[src/rtl/tpm_pkg.sv]
`default_nettype none

package tpm_pkg;

  localparam int TABLE_FRAMES_DEF = 16;
  localparam int NUM_ENTRIES      = 1024;
  localparam int IDX_W            = 10;

  localparam logic [19:0] BASE_FRAME_RST = 20'd256;
  localparam logic [IDX_W-1:0] IDX_LAST  = '1;

  // present | writable
  localparam logic [11:0] ENT_LOW_PW = 12'h003;

  typedef enum logic {
    OP_MAP  = 1'b0,
    OP_INIT = 1'b1
  } tpm_op_e;

  typedef enum logic [1:0] {
    ST_OK        = 2'd0,
    ST_NOT_INIT  = 2'd1,
    ST_NO_FRAMES = 2'd2
  } tpm_status_e;

  typedef enum logic [2:0] {
    S_IDLE,
    S_DIR_CLR,
    S_MAP_RD,
    S_MAP_EVAL,
    S_ALLOC,
    S_FILL,
    S_DONE
  } tpm_state_e;

  typedef struct packed {
    logic        opcode;
    logic [31:0] vaddr;
    logic [31:0] paddr;
    logic [11:0] flags;
    logic [31:0] map_limit;
  } tpm_in_t;

  typedef struct packed {
    tpm_status_e status;
    logic [31:0] dir_entry;
    logic [31:0] table_entry;
    logic        new_table;
    logic [20:0] pages_mapped;
  } tpm_out_t;

  typedef struct packed {
    logic             we;
    logic             re;
    logic [IDX_W-1:0] addr;
    logic [31:0]      wdata;
  } dir_req_t;

endpackage

`default_nettype wire

[src/rtl/tpm_ctrl.sv]
`default_nettype none

module tpm_ctrl
  import tpm_pkg::*;
#(
  parameter int TABLE_FRAMES = TABLE_FRAMES_DEF,
  localparam int TAW = $clog2(TABLE_FRAMES * NUM_ENTRIES),
  localparam int KW  = (TABLE_FRAMES > 1) ? $clog2(TABLE_FRAMES) : 1,
  localparam int FUW = $clog2(TABLE_FRAMES + 1)
) (
  input  wire logic           clk_i,
  input  wire logic           rst_ni,
  input  wire logic           in_valid_i,
  input  wire tpm_in_t        in_data_i,
  output logic                busy_o,
  input  wire logic [19:0]    base_frame_i,
  output logic                res_valid_o,
  input  wire logic           res_ready_i,
  output tpm_out_t            res_o,
  output dir_req_t            dir_req_o,
  input  wire logic [31:0]    dir_rdata_i,
  output logic                tbl_we_o,
  output logic [TAW-1:0]      tbl_addr_o,
  output logic [31:0]         tbl_wdata_o
);

  tpm_state_e state_q, state_d;
  logic initialized_q, initialized_d;
  logic [FUW-1:0] frames_used_q, frames_used_d;

  logic op_init_q, op_init_d;
  logic [IDX_W-1:0] dir_idx_q, dir_idx_d;
  logic [IDX_W-1:0] ti_q, ti_d;
  logic [IDX_W-1:0] sweep_q, sweep_d;
  logic [KW-1:0] k_q, k_d;
  logic [20:0] npages_q, npages_d;
  logic [31:0] te_hold_q, te_hold_d;

  tpm_status_e status_q, status_d;
  logic [31:0] de_q, de_d;
  logic [31:0] te_q, te_d;
  logic new_q, new_d;
  logic [20:0] pages_q, pages_d;

  logic [19:0] k_map;
  logic [19:0] fill_page;
  logic fill_hit;
  logic [31:0] fill_te;
  logic [20:0] next_base;
  logic tbl_full;
  logic [32:0] lim_sum;
  logic [KW+IDX_W-1:0] fill_addr_w;
  logic [KW+IDX_W-1:0] map_addr_w;

  assign k_map       = dir_rdata_i[31:12] - base_frame_i - 20'd1;
  assign fill_page   = {dir_idx_q, sweep_q};
  assign fill_hit    = op_init_q ? ({1'b0, fill_page} < npages_q) : (sweep_q == ti_q);
  assign fill_te     = op_init_q ? {fill_page, ENT_LOW_PW} : te_hold_q;
  assign next_base   = {1'b0, dir_idx_q, {IDX_W{1'b0}}} + 21'(NUM_ENTRIES);
  assign tbl_full    = (frames_used_q >= FUW'(TABLE_FRAMES));
  assign lim_sum     = {1'b0, in_data_i.map_limit} + 33'h0_0000_0FFF;
  assign fill_addr_w = {k_q, sweep_q};
  assign map_addr_w  = {k_map[KW-1:0], ti_q};

  always_comb begin
    state_d       = state_q;
    initialized_d = initialized_q;
    frames_used_d = frames_used_q;
    op_init_d     = op_init_q;
    dir_idx_d     = dir_idx_q;
    ti_d          = ti_q;
    sweep_d       = sweep_q;
    k_d           = k_q;
    npages_d      = npages_q;
    te_hold_d     = te_hold_q;
    status_d      = status_q;
    de_d          = de_q;
    te_d          = te_q;
    new_d         = new_q;
    pages_d       = pages_q;
    dir_req_o     = '0;
    tbl_we_o      = 1'b0;
    tbl_addr_o    = '0;
    tbl_wdata_o   = '0;
    res_valid_o   = 1'b0;

    unique case (state_q)
      S_IDLE: begin
        if (in_valid_i) begin
          status_d  = ST_OK;
          de_d      = '0;
          te_d      = '0;
          new_d     = 1'b0;
          pages_d   = '0;
          op_init_d = (in_data_i.opcode == OP_INIT);
          if (in_data_i.opcode == OP_INIT) begin
            npages_d      = lim_sum[32:12];
            dir_idx_d     = '0;
            sweep_d       = '0;
            initialized_d = 1'b1;
            frames_used_d = '0;
            state_d       = S_DIR_CLR;
          end else if (!initialized_q) begin
            status_d = ST_NOT_INIT;
            state_d  = S_DONE;
          end else begin
            dir_idx_d = in_data_i.vaddr[31:22];
            ti_d      = in_data_i.vaddr[21:12];
            te_hold_d = {in_data_i.paddr[31:12], in_data_i.flags[11:1], 1'b1};
            state_d   = S_MAP_RD;
          end
        end
      end
      S_DIR_CLR: begin
        dir_req_o.we   = 1'b1;
        dir_req_o.addr = sweep_q;
        sweep_d        = sweep_q + 1'b1;
        if (sweep_q == IDX_LAST) begin
          state_d = (npages_q == '0) ? S_DONE : S_ALLOC;
        end
      end
      S_MAP_RD: begin
        dir_req_o.re   = 1'b1;
        dir_req_o.addr = dir_idx_q;
        state_d        = S_MAP_EVAL;
      end
      S_MAP_EVAL: begin
        if (dir_rdata_i[0]) begin
          // drop the write if the entry names a frame outside the live pool
          if (k_map < 20'(frames_used_q)) begin
            tbl_we_o    = 1'b1;
            tbl_addr_o  = map_addr_w[TAW-1:0];
            tbl_wdata_o = te_hold_q;
          end
          de_d    = dir_rdata_i;
          te_d    = te_hold_q;
          pages_d = 21'd1;
          state_d = S_DONE;
        end else if (tbl_full) begin
          status_d = ST_NO_FRAMES;
          de_d     = dir_rdata_i;
          state_d  = S_DONE;
        end else begin
          state_d = S_ALLOC;
        end
      end
      S_ALLOC: begin
        if (tbl_full) begin
          status_d = ST_NO_FRAMES;
          state_d  = S_DONE;
        end else begin
          dir_req_o.we    = 1'b1;
          dir_req_o.addr  = dir_idx_q;
          dir_req_o.wdata = {base_frame_i + 20'(frames_used_q) + 20'd1, ENT_LOW_PW};
          de_d            = {base_frame_i + 20'(frames_used_q) + 20'd1, ENT_LOW_PW};
          new_d           = 1'b1;
          k_d             = frames_used_q[KW-1:0];
          frames_used_d   = frames_used_q + 1'b1;
          sweep_d         = '0;
          state_d         = S_FILL;
        end
      end
      S_FILL: begin
        tbl_we_o    = 1'b1;
        tbl_addr_o  = fill_addr_w[TAW-1:0];
        tbl_wdata_o = fill_hit ? fill_te : '0;
        if (fill_hit) begin
          te_d    = fill_te;
          pages_d = pages_q + 21'd1;
        end
        sweep_d = sweep_q + 1'b1;
        if (sweep_q == IDX_LAST) begin
          if (op_init_q && (next_base < npages_q)) begin
            dir_idx_d = dir_idx_q + 1'b1;
            state_d   = S_ALLOC;
          end else begin
            state_d = S_DONE;
          end
        end
      end
      S_DONE: begin
        res_valid_o = 1'b1;
        if (res_ready_i) begin
          state_d = S_IDLE;
        end
      end
      default: begin
        state_d = S_IDLE;
      end
    endcase
  end

  always_ff @(posedge clk_i or negedge rst_ni) begin
    if (!rst_ni) begin
      state_q       <= S_IDLE;
      initialized_q <= 1'b0;
      frames_used_q <= '0;
    end else begin
      state_q       <= state_d;
      initialized_q <= initialized_d;
      frames_used_q <= frames_used_d;
    end
  end

  always_ff @(posedge clk_i) begin
    op_init_q <= op_init_d;
    dir_idx_q <= dir_idx_d;
    ti_q      <= ti_d;
    sweep_q   <= sweep_d;
    k_q       <= k_d;
    npages_q  <= npages_d;
    te_hold_q <= te_hold_d;
    status_q  <= status_d;
    de_q      <= de_d;
    te_q      <= te_d;
    new_q     <= new_d;
    pages_q   <= pages_d;
  end

  assign busy_o             = (state_q != S_IDLE);
  assign res_o.status       = status_q;
  assign res_o.dir_entry    = de_q;
  assign res_o.table_entry  = te_q;
  assign res_o.new_table    = new_q;
  assign res_o.pages_mapped = pages_q;

endmodule

`default_nettype wire

[config.mk]
export PLATFORM = sky130hd
export DESIGN_NAME = tpm_ctrl
export DESIGN_NICKNAME = d
export VERILOG_FILES = /design/src/rtl/tpm_pkg.sv /design/src/rtl/tpm_ctrl.sv
export SDC_FILE = /design/constraint.sdc
export NUM_CORES = 1
export LEC_CHECK = 0
export BUFFER_PORTS_ARGS = -buffer_cell sky130_fd_sc_hd__buf_2
export CAP_MARGIN = 20
export CORE_MARGIN = 2
export CORE_UTILIZATION = 52
export DETAILED_ROUTE_END_ITERATION = 12
export PLACE_DENSITY_LB_ADDON = 0.15
export SLEW_MARGIN = 20
export SYNTH_ARGS = -nofsm -noshare
export SYNTH_HDL_FRONTEND = slang
export SYNTH_SLANG_ARGS = --single-unit
[constraint.sdc]
create_clock -name clk_i -period 5.5 [get_ports clk_i]
set_input_delay 0.825 -clock clk_i [delete_from_list [all_inputs] [get_ports clk_i]]
set_output_delay 0.825 -clock clk_i [all_outputs]
set_load 0.05 [all_outputs]
# Word-level counts from Yosys, hierarchy flattened
# Index checks and enable logic that the tools add are counted.
# totals
inputBits,165
out_inout_bits,181
regBits,184
elab_cells,139
# classes
n_bitwise,2
n_lt_le_gt_ge,4
muxes,66
n_eq_ne,20
reduce_logical,22
add_sub_neg,10
# op_table
cell,n
32-bit two-way mux,11
32-bit one-hot mux with 3 select lines,2
10-bit two-way mux,8
32-bit one-hot mux with 2 select lines,1
21-bit two-way mux,3
21-bit one-hot mux with 3 select lines,1
10-bit one-hot mux with 3 select lines,2
42-bit two-way mux,1
32-bit by 12-bit adder with 33-bit output (second input constant),1
14-bit two-way mux,2
14-bit one-hot mux with 2 select lines,1
4-bit AND reduction,6
20-bit by 11-bit adder with 21-bit output (second input constant),1
21-bit by 1-bit adder with 21-bit output (second input constant),1
21-bit logical NOT,1
20-bit by 21-bit less-than comparator with 1-bit output,1
21-bit less-than comparator,1
3-bit one-hot mux with 7 select lines,1
10-bit by 1-bit adder with 10-bit output (second input constant),2
20-bit by 1-bit adder with 20-bit output (second input constant),1
20-bit by 5-bit adder with 20-bit output,1
20-bit by 5-bit less-than comparator with 1-bit output,1
2-bit inequality test (second input constant),10
10-bit one-hot mux with 2 select lines,1
26 further kinds,63

# Depth between registers and ports, before layout
# logic_depth
depth_word,6
depth_mapped,18
depth_no_buf,16

# Worst setup path before layout
# Ideal clock, no wire load.
# synth_timing
kind,in2out
start,input base_frame_i[0]
end,output tbl_addr_o[11]
path_slack_ns,0.559
required_time_ns,4.675
arrival_time_ns,4.116
path_stages,17
path_buffers,1
path_cell_list,inv_1 ha_1 inv_1 fa_1 nand2b_1 nand2b_1 a21oi_1 xnor2_1 ha_1 o21ai_0 a21oi_1 and4b_1 nand4_1 and4b_1 buf_2 inv_1 o21ai_0
# synth_between
elab_chain_len,6
# synth_lines
element,line,source
start: declaration,tpm_ctrl.sv:16,"input wire logic [19:0] base_frame_i,"
20-bit subtractor *,tpm_ctrl.sv:55,assign k_map = dir_rdata_i[31:12] - base_frame_i - 20'd1;
20-bit by 1-bit subtractor with 20-bit output *,tpm_ctrl.sv:55,
20-bit by 5-bit less-than comparator with 1-bit output,tpm_ctrl.sv:130,if (k_map < 20'(frames_used_q)) begin
14-bit two-way mux *,tpm_ctrl.sv:130,
14-bit two-way mux *,tpm_ctrl.sv:128,if (dir_rdata_i[0]) begin
14-bit one-hot mux with 2 select lines *,tpm_ctrl.sv:87,unique case (state_q)
end: declaration,tpm_ctrl.sv:23,"output logic [TAW-1:0] tbl_addr_o,"
# Every way passes the cells marked *; elsewhere a longest branch is shown, timed or not.

# Worst setup path in the final report
# layout_timing
start,input base_frame_i[0]
end,output tbl_wdata_o[17]
# layout_between
elab_chain_len,6
# layout_lines
element,line,source
20-bit subtractor,tpm_ctrl.sv:55,
20-bit by 1-bit subtractor with 20-bit output,tpm_ctrl.sv:55,
20-bit by 5-bit less-than comparator with 1-bit output,tpm_ctrl.sv:130,
32-bit two-way mux,tpm_ctrl.sv:130,
32-bit two-way mux,tpm_ctrl.sv:128,
32-bit one-hot mux with 2 select lines,tpm_ctrl.sv:87,
end: declaration,tpm_ctrl.sv:24,output logic [31:0] tbl_wdata_o
# No other way between the ends.

==> results.cfg <==
[status]
status = finished clean

[clocking]
clkTransAtPathRegs_ns = 0.08
clockBufferDepth = 2
root_buffer = clkbuf_16
ctsResizeCount = 0
cts_made_buffers = 17
clk_latency_ns = 0.44
clock-sinks = 184
postCtsHoldBufs = 0
postCtsSetupBuffers = 0
htreeDepth = 4
cts_tree = yes

[sta]
fin_skew_ns = 0.0139
grt_setup_unrepaired = false
maxSlewViolCount = 0
tightest_slew_ns = 0.992
period_needed_ns = 5.09
fin_tns_setup_ns = 0
setup_violations = 0
slew_headroom = 0.339
hold_viol_final = 0
fmax_mhz = 196
timing.final.crit_share = 0.926

[route]
dr.pass1.iters = 5
wl_met3_um = 2120
routed_wl_um = 28900
drt-wirelength-per-cell_um = 17.7
avgViaCountPerCell = 5.56
highest_layer = met4
drcViolationCount = 0
first_iter_violations = 538
vias = 9073
ant_nets = 0
met2_length_um = 13400
wl_met1_um = 12900

[power_and_ir_drop]
p_leak_uw = 0.00594
vdd_drop_max_v = 0.000325
total_power_uw = 7280
p_per_area_mw_per_mm2 = 543

[setup_path]
cp.arrival_ns = 4.27
path_cells = buf_2 > inv_1 > ha_1 > inv_1 > fa_1 > nand2b_1 > nand2b_1 > a21oi_1 > xnor2_1 > ha_1 > o21ai_0 > a21oi_1 > and4b_1 > nand4_1 > and4b_1 > nand2b_4 > a22o_1 > buf_2
cp-end-kind = output port
slowest_delay_ns = 0.44
critPathRequiredTime_ns = 4.68
start_kind = input pin
critPathKind = input pin to output port
crit_path_max_fanout = 31
critical-path-slowest-cell = and4b_1

[logic_synthesis]
yosysWarningCount = 0
avgSynthCellArea_um2 = 10.5
synthFlopType = edfxtp_1
async_flop_share = 0.0489
syn_inst = 1057
synth_seq_area_share = 0.494
synthesis.area_mm2 = 0.0111
synth-seq-cells = 184
yosysUniqueCellTypes = 62
synth_edf_count = 175

[global_route]
antenna_found_initial = 2
grt_pass1_wl_um = 44300
grt_pass1_vias = 8289
grt_overflow = 0
grt_max_degree = 54
grtUsageTotal = 0.253

[die]
core_area_mm2 = 0.0210
io_pins = 346
rows = 53
start_util = 0.529
die_w_um = 150
die_y_um = 150
die_area_mm2 = 0.0225

[cells_and_area]
fill_cells = 1738
nNetsFinal = 1570
drive_gt1_frac = 0.276
area_delta_synth_final_pct = 21.0

[place]
io_buffers = 310
dp_hpwl_um = 21400
gp_congestion = 0.867

[flow_run]
drv_cap = 0

[min_path]
hp-class = input pin to async pin
-- cell usage after synthesis, drive strengths merged, types with 3 or more instances --
| cell | number | share of area |
|---|---|---|
| or3 | 9 | 0.0051 |
| nor2 | 75 | 0.025 |
| a21oi | 45 | 0.022 |
| and4 | 5 | 0.0039 |
| inv | 65 | 0.022 |
| o211ai | 7 | 0.0047 |
| a31oi | 4 | 0.0023 |
| ha | 63 | 0.071 |
| o21ai | 56 | 0.025 |
| o221ai | 3 | 0.0024 |
| dfrtp | 9 | 0.020 |
| clkbuf | 43 | 0.015 |
| nand2b | 15 | 0.0091 |
| nor3 | 14 | 0.0068 |
| nand2 | 88 | 0.030 |
| nand3 | 42 | 0.019 |
| a21o | 15 | 0.010 |
| or2 | 3 | 0.0017 |
| o21a | 4 | 0.0027 |
| xor2 | 46 | 0.036 |
| and3 | 23 | 0.013 |
| buf | 23 | 0.015 |
| a211oi | 8 | 0.0072 |
| nor4 | 12 | 0.0068 |
| edfxtp | 175 | 0.47 |
| nand4 | 18 | 0.010 |
| xnor2 | 47 | 0.037 |
| nand3b | 6 | 0.0041 |
| nor2b | 4 | 0.0023 |
| a22o | 63 | 0.050 |
| and2 | 37 | 0.021 |
-- state kept, by name, indices dropped and copies added, names as in the netlist, 4 cells and up --
signal / count
frames_used_q: 5
dir_idx_q: 10
te_hold_q: 31
k_q: 4
pages_q: 21
sweep_q: 10
de_q: 32
ti_q: 10
te_q: 32
npages_q: 21
-- through the flow --
stage	setup WS [ns]	hold slack (ns)	instances	util	instance area (um2)
2_1_floorplan	0.559	0.455	1066	-	11100
3_3_place_gp	0.469	0.469	1595	0.610	12800
3_5_place_dp	0.432	0.475	1596	0.611	12800
4_1_cts	0.423	0.225	1628	0.640	13400
5_1_grt	0.143	0.232	1630	0.640	13400
6_report	0.408	0.233	1633	0.640	13400
-- per-layer routing --
layer  GRT usage  vias up
met1       0.361     4291
met5           0        -
met4      0.0811        0
met2       0.400      358
met3      0.0375       29
li1            -     4395
-- worst paths after layout --
kind | from | to | slack [ns] | depth (start not counted)
max | base_frame_i[0] | tbl_wdata_o[17] | 0.41 | 18
min | rst_ni | frames_used_q[0] | 0.23 | 1
max reg2reg | dir_idx_q[0] | te_q[0] | 1.93 | 8
min reg2reg | initialized_q | initialized_q | 0.49 | 1
max in group asynchronous | rst_ni | initialized_q | 5.06 | 1
min in group clk_i | initialized_q | initialized_q | 0.49 | 1
-- layout make-up --
cell class / instances / area (um2) / area share
Tap cell: 275 / 344 / 0.0256
Antenna cell: 5 / 12.5 / 0.000933
Sequential cell: 184 / 5480 / 0.409
Multi-Input combinational cell: 751 / 5090 / 0.379
Timing Repair Buffer: 321 / 1640 / 0.122
Clock buffer: 17 / 425 / 0.0317
Inverter: 65 / 244 / 0.0182
Clock inverter: 15 / 178 / 0.0132
-- where the power goes --
part	internal [uW]	switching (uW)
logic	904	2680
clock network	653	598
registers	2110	339
total	3670	3610
-- cells in the final DEF (no fill, tap or decap), drive strengths merged, types with 10 or more instances in the layout --
master / instances
nand2b: 15
a21oi: 45
clkbuf: 17
nand3: 42
edfxtp: 175
conb: 10
nor4: 12
o21ai: 56
and2: 37
ha: 63
nor2: 75
xor2: 46
nand2: 88
inv: 73
xnor2: 47
and3: 23
nor3: 14
nand4: 18
a21o: 15
buf: 321
a22o: 63
-- kinds of logic after synthesis --
family | synth area share
AOI/OAI and AO/OA | 0.141
xor gates and xnor gates | 0.0735
adders and majority gates | 0.0747
buffers and inverters | 0.0512
DFF | 0.494
muxes | 0.00181
other | 0.000338
and+or+nand+nor | 0.163
-- worst max-delay path: cells and delay by family --
kind	cells	cell delay, ns
adder cells (fa/ha/maj)	3	0.88
XOR/XNOR	1	0.17
AND/OR/NAND/NOR	6	1.48
buffers and inverters	4	0.49
AO/OA/AOI/OAI	4	0.40
(Power assumes the default switching activity.)
